==> src/rtl/core/piecewise_linear_curve_sampler_unit_assert.svh <==
// Assertion macros for the piecewise-linear curve sampler.
`ifndef PIECEWISE_LINEAR_CURVE_SAMPLER_UNIT_ASSERT_SVH
`define PIECEWISE_LINEAR_CURVE_SAMPLER_UNIT_ASSERT_SVH

// Same-cycle implication, sampled on clk_i and quiet during reset.
`define PLCS_ASSERT_NOW(lbl, ante, cons, msg) \
  lbl: assert property (@(posedge clk_i) disable iff (!rst_ni) (ante) |-> (cons)) \
    else $error(msg);

// Next-cycle implication, sampled on clk_i and quiet during reset.
`define PLCS_ASSERT_NEXT(lbl, ante, cons, msg) \
  lbl: assert property (@(posedge clk_i) disable iff (!rst_ni) (ante) |=> (cons)) \
    else $error(msg);

`endif

==> src/rtl/core/plcs_pkg.sv <==
// Shared types and constants for the piecewise-linear curve sampler.
package plcs_pkg;

  localparam int unsigned IdxW     = 6;
  localparam int unsigned DataW    = 32;
  localparam int unsigned PiuW     = 7;
  localparam int unsigned DefMaxPoints = 64;
  localparam int unsigned QDepth   = 2;
  localparam int unsigned QCntW    = $clog2(QDepth + 1);

  typedef enum logic [0:0] {
    REQ_WRITE  = 1'b0,
    REQ_SAMPLE = 1'b1
  } req_e;

  // One queued item. For a write, arg_a is the key and arg_b the value.
  // For a sample, arg_a is x and arg_b is unused.
  typedef struct packed {
    req_e                    kind;
    logic [IdxW-1:0]         idx;
    logic signed [DataW-1:0] arg_a;
    logic signed [DataW-1:0] arg_b;
  } item_t;

  typedef struct packed {
    logic [QCntW-1:0] count;
    logic             full;
    logic             empty;
  } q_stat_t;

endpackage

==> src/rtl/core/plcs_front.sv <==
// Front end: accepts items, classifies them and queues them for the back end.
module plcs_front (
  input  logic                clk_i,
  input  logic                rst_ni,
  input  logic                in_valid_i,
  output logic                in_stall_o,
  input  logic                req_type_i,
  input  logic [5:0]          point_index_i,
  input  logic signed [31:0]  point_key_i,
  input  logic signed [31:0]  point_value_i,
  input  logic signed [31:0]  sample_x_i,
  output logic                q_valid_o,
  output plcs_pkg::item_t     q_item_o,
  input  logic                q_pop_i,
  output plcs_pkg::q_stat_t   q_stat_o
);
  import plcs_pkg::*;

  localparam int unsigned PtrW = (QDepth > 1) ? $clog2(QDepth) : 1;

  item_t            entry_q [QDepth];
  logic [PtrW-1:0]  wr_ptr_q, wr_ptr_d;
  logic [PtrW-1:0]  rd_ptr_q, rd_ptr_d;
  logic [QCntW-1:0] cnt_q, cnt_d;
  item_t            new_item;
  logic             push;

  always_comb begin
    new_item.idx = point_index_i;
    if (req_type_i == REQ_SAMPLE) begin
      new_item.kind  = REQ_SAMPLE;
      new_item.arg_a = sample_x_i;
      new_item.arg_b = '0;
    end else begin
      new_item.kind  = REQ_WRITE;
      new_item.arg_a = point_key_i;
      new_item.arg_b = point_value_i;
    end
  end

  assign in_stall_o = (cnt_q == QCntW'(QDepth));
  assign push       = in_valid_i && !in_stall_o;
  assign q_valid_o  = (cnt_q != '0);
  assign q_item_o   = entry_q[rd_ptr_q];

  always_comb begin
    wr_ptr_d = wr_ptr_q;
    rd_ptr_d = rd_ptr_q;
    cnt_d    = cnt_q;
    if (push) begin
      wr_ptr_d = (wr_ptr_q == PtrW'(QDepth - 1)) ? '0 : wr_ptr_q + 1'b1;
    end
    if (q_pop_i) begin
      rd_ptr_d = (rd_ptr_q == PtrW'(QDepth - 1)) ? '0 : rd_ptr_q + 1'b1;
    end
    if (push && !q_pop_i) begin
      cnt_d = cnt_q + 1'b1;
    end else if (!push && q_pop_i) begin
      cnt_d = cnt_q - 1'b1;
    end
  end

  always_ff @(posedge clk_i or negedge rst_ni) begin
    if (!rst_ni) begin
      wr_ptr_q <= '0;
      rd_ptr_q <= '0;
      cnt_q    <= '0;
    end else begin
      wr_ptr_q <= wr_ptr_d;
      rd_ptr_q <= rd_ptr_d;
      cnt_q    <= cnt_d;
    end
  end

  always_ff @(posedge clk_i) begin
    if (push) begin
      entry_q[wr_ptr_q] <= new_item;
    end
  end

  assign q_stat_o.count = cnt_q;
  assign q_stat_o.full  = in_stall_o;
  assign q_stat_o.empty = !q_valid_o;

endmodule

==> config.mk <==
export PLATFORM = sky130hd
export DESIGN_NAME = plcs_front
export DESIGN_NICKNAME = d
export VERILOG_FILES = /design/src/rtl/core/piecewise_linear_curve_sampler_unit_assert.svh /design/src/rtl/core/plcs_pkg.sv /design/src/rtl/core/plcs_front.sv
export SDC_FILE = /design/constraint.sdc
export NUM_CORES = 1
export LEC_CHECK = 0
export ABC_AREA = 1
export BUFFER_PORTS_ARGS = -buffer_cell sky130_fd_sc_hd__buf_2
export CAP_MARGIN = 25
export CORE_MARGIN = 4
export CORE_UTILIZATION = 52
export CTS_CLUSTER_DIAMETER = 50
export DETAILED_ROUTE_END_ITERATION = 6
export PLACE_DENSITY = 0.8
export SYNTH_ARGS = -nofsm -noshare
export SYNTH_HDL_FRONTEND = slang
export SYNTH_SLANG_ARGS = --single-unit
==> constraint.sdc <==
create_clock -name clk_i -period 5.2 [get_ports clk_i]
set_input_delay 1.04 -clock clk_i [delete_from_list [all_inputs] [get_ports clk_i]]
set_output_delay 1.04 -clock clk_i [all_outputs]
set_load 0.01 [all_outputs]
==> results.py <==
metrics = {
    "synthesis": {
        "ys_warn_count": 0,
        "synth_fp_nets": 463,
        "synth-xor-area-share": 0.00271,
        "syn_area_per_cell_um2": 18.2,
        "syn_area_um2": 6460,
        "synth-adder-area-share": 0.00194,
        "synth_compound_area_frac": 0.000774,
        "synth_seq_cells": 146,
        "synth-simple-area-share": 0.0267,
        "yosysSeqAreaShare": 0.675,
        "synthMuxAreaShare": 0.234,
        "synth_top_family_by_area": "multiplexers",
        "synthCells": 355,
        "synthDistinctLibCells": 16,
    },
    "clock_tree": {
        "cts_setup_buffers": 0,
        "cts_buffers": 17,
        "cts_tree": "done",
        "root_buffer": "clkbuf_16",
        "cts.sinks": 146,
        "clkTransAtPathRegs_ps": 60,
        "clk_latency_ps": 400,
        "cts_hold_buf": 0,
        "htree_levels": 4,
        "ctsResizeCount": 0,
        "clock_path_buffers": 2,
    },
    "final_layout": {
        "synthToLayoutAreaGrowth_pct": 24.1,
        "final_cell_mix": "buf_2 (182), edfxtp_1 (142), mux2_4 (94)",
        "antenna_cells": 0,
        "fin_nets": 654,
        "nFillCells": 857,
        "final_core_util": 0.662,
        "final_layout_size_suffix_gt1_frac": 0.578,
        "final_common_cell": "buf_2",
    },
    "placed_design": {
        "dp_slack_ps": 2060,
        "gp_congestion": 0.799,
        "portBuffers": 183,
        "dp_hpwl_um": 8030,
    },
    "drt": {
        "first_pass_iters": 4,
        "route.detailed.drc": 0,
        "vias": 3501,
        "drt_iter0_markers": 253,
        "ant_nets": 0,
        "viasPerCell": 4.82,
        "routed_wl_um": 12000,
        "detail_route.wl_per_cell_um": 16.4,
    },
    "timing": {
        "timing.fmax_mhz": 281,
        "fin_crit_sh": 0.685,
        "rsz0062_at_grt": "no",
        "finalWorstSetupSlack_ps": 1640,
        "hold_violations": 0,
        "skew_ps": 5.53,
        "fin_crit_ps": 3560,
        "whs_ps": 442,
        "setup_viol": 0,
        "drv_slew": 0,
        "tightest_slew_ps": 978,
        "fin_setup_tns_ps": 0,
        "relSlewSlack": 0.348,
    },
    "outcome": {
        "status": "complete, no violations",
    },
    "power": {
        "ir_drop_uv": 257,
        "p_leak_nw": 3.54,
        "powerDensity_nw_per_um2": 537,
        "p_total_mw": 4.30,
    },
    "critical_path": {
        "cp_data_required_time_ps": 4160,
        "critical_path.max_fanout": 53,
        "start_kind": "flip-flop",
        "crit_path_end_kind": "output port",
        "criticalPathCategory": "flip-flop to output port",
        "worstPathArrival_ps": 2520,
    },
    "floorplan": {
        "core_area_um2": 12100,
        "die_h_um": 120,
        "ioPinCount": 184,
        "row_count": 40,
        "dieArea_um2": 14300,
        "die_width_um": 120,
        "initial_core_util": 0.534,
    },
    "global_route": {
        "grt_pass1_vias": 3713,
        "grt_start_max_net_pins": 67,
        "grt_pass1_wl_um": 18300,
        "antenna_found_initial": 0,
        "overflow": 0,
        "track_usage": 0.168,
    },
    "flow_run": {
        "cap_violations": 0,
    },
    "worst_hold_path": {
        "min_path_type": "input port to async pin",
    },
}
per-layer routing:
layer | up-vias | track usage | share of wire
met5 | - | 0 | 0
met4 | 0 | 0.0544 | 0.015
met1 | 1674 | 0.191 | 0.39
met2 | 152 | 0.299 | 0.52
li1 | 1659 | - | -
met3 | 16 | 0.0561 | 0.073
Yosys cell counts:
master | count | area [um2]
ha_1 | 1 | 12.5
nand2_1 | 7 | 26.3
buf_6 | 5 | 56.3
nand3_1 | 1 | 5.00
xnor2_1 | 1 | 8.76
inv_1 | 41 | 154
buf_12 | 7 | 140
xor2_1 | 1 | 8.76
edfxtp_1 | 142 | 4260
mux2_2 | 9 | 101
o21ai_0 | 1 | 5.00
buf_4 | 4 | 30.0
nor2_1 | 36 | 135
nand4_1 | 1 | 6.26
mux2_4 | 94 | 1410
dfrtp_1 | 4 | 100
flip-flops by register name, summed over array words and instances (netlist names):
| name | flops |
|---|---|
| wr_ptr_q | 1 |
| cnt_q | 2 |
| rd_ptr_q | 1 |
| entry_q | 142 |
per-stage QoR:
stage | instances | instance area [um2]
6_report | 727 | 8020
5_1_grt | 727 | 8020
4_1_cts | 726 | 8000
3_5_place_dp | 694 | 7410
3_3_place_gp | 694 | 7410
2_1_floorplan | 355 | 6460
worst max-delay path, stage by stage, from the launching register on:
cell	delay, ps
dfrtp_4	1060
buf_4	520
mux2_4	340
buf_2	140
report_power, final:
part	switching (mW)	internal [mW]	total [mW]	leakage (nW)
clock network	0.448	0.752	1.20	0.277
logic	0.596	0.704	1.30	1.89
registers	0.186	1.62	1.81	1.38
total	1.23	3.07	4.30	3.54
logic make-up (layout without fill, tap and decap cells):
kind of cell / count (synthesis) / after routing
adder cells (fa/ha/maj): 1 / 1
buffers and inverters: 57 / 261
AND/OR/NAND/NOR: 45 / 45
XOR/XNOR: 2 / 2
flip-flops: 146 / 146
multiplexers: 103 / 103
AO/OA/AOI/OAI: 1 / 1
area by class of cell:
class	instances	area, um2	share of cell area
clock buffers	18	429	0.0535
well taps	168	210	0.0262
inverters	41	154	0.0192
flip-flops and latches	146	4370	0.545
clock inverters	14	164	0.0204
multi-input cells	152	1730	0.215
repair buffers	188	968	0.121
final timing paths:
| check | start | endpoint | slack, ps | cells after the start |
|---|---|---|---|---|
| worst max-delay path | rd_ptr_q | q_item_o[53] | 1640 | 3 |
| worst min-delay path | rst_ni | cnt_q[1] | 440 | 1 |
| worst max register to register | cnt_q[0] | entry_q[1][1] | 3100 | 3 |
| worst min register to register | wr_ptr_q | wr_ptr_q | 510 | 2 |
| max in group asynchronous | rst_ni | rd_ptr_q | 4600 | 1 |
| min in group clk_i | wr_ptr_q | wr_ptr_q | 510 | 2 |
Note: power is estimated with default switching activity, not from simulation.
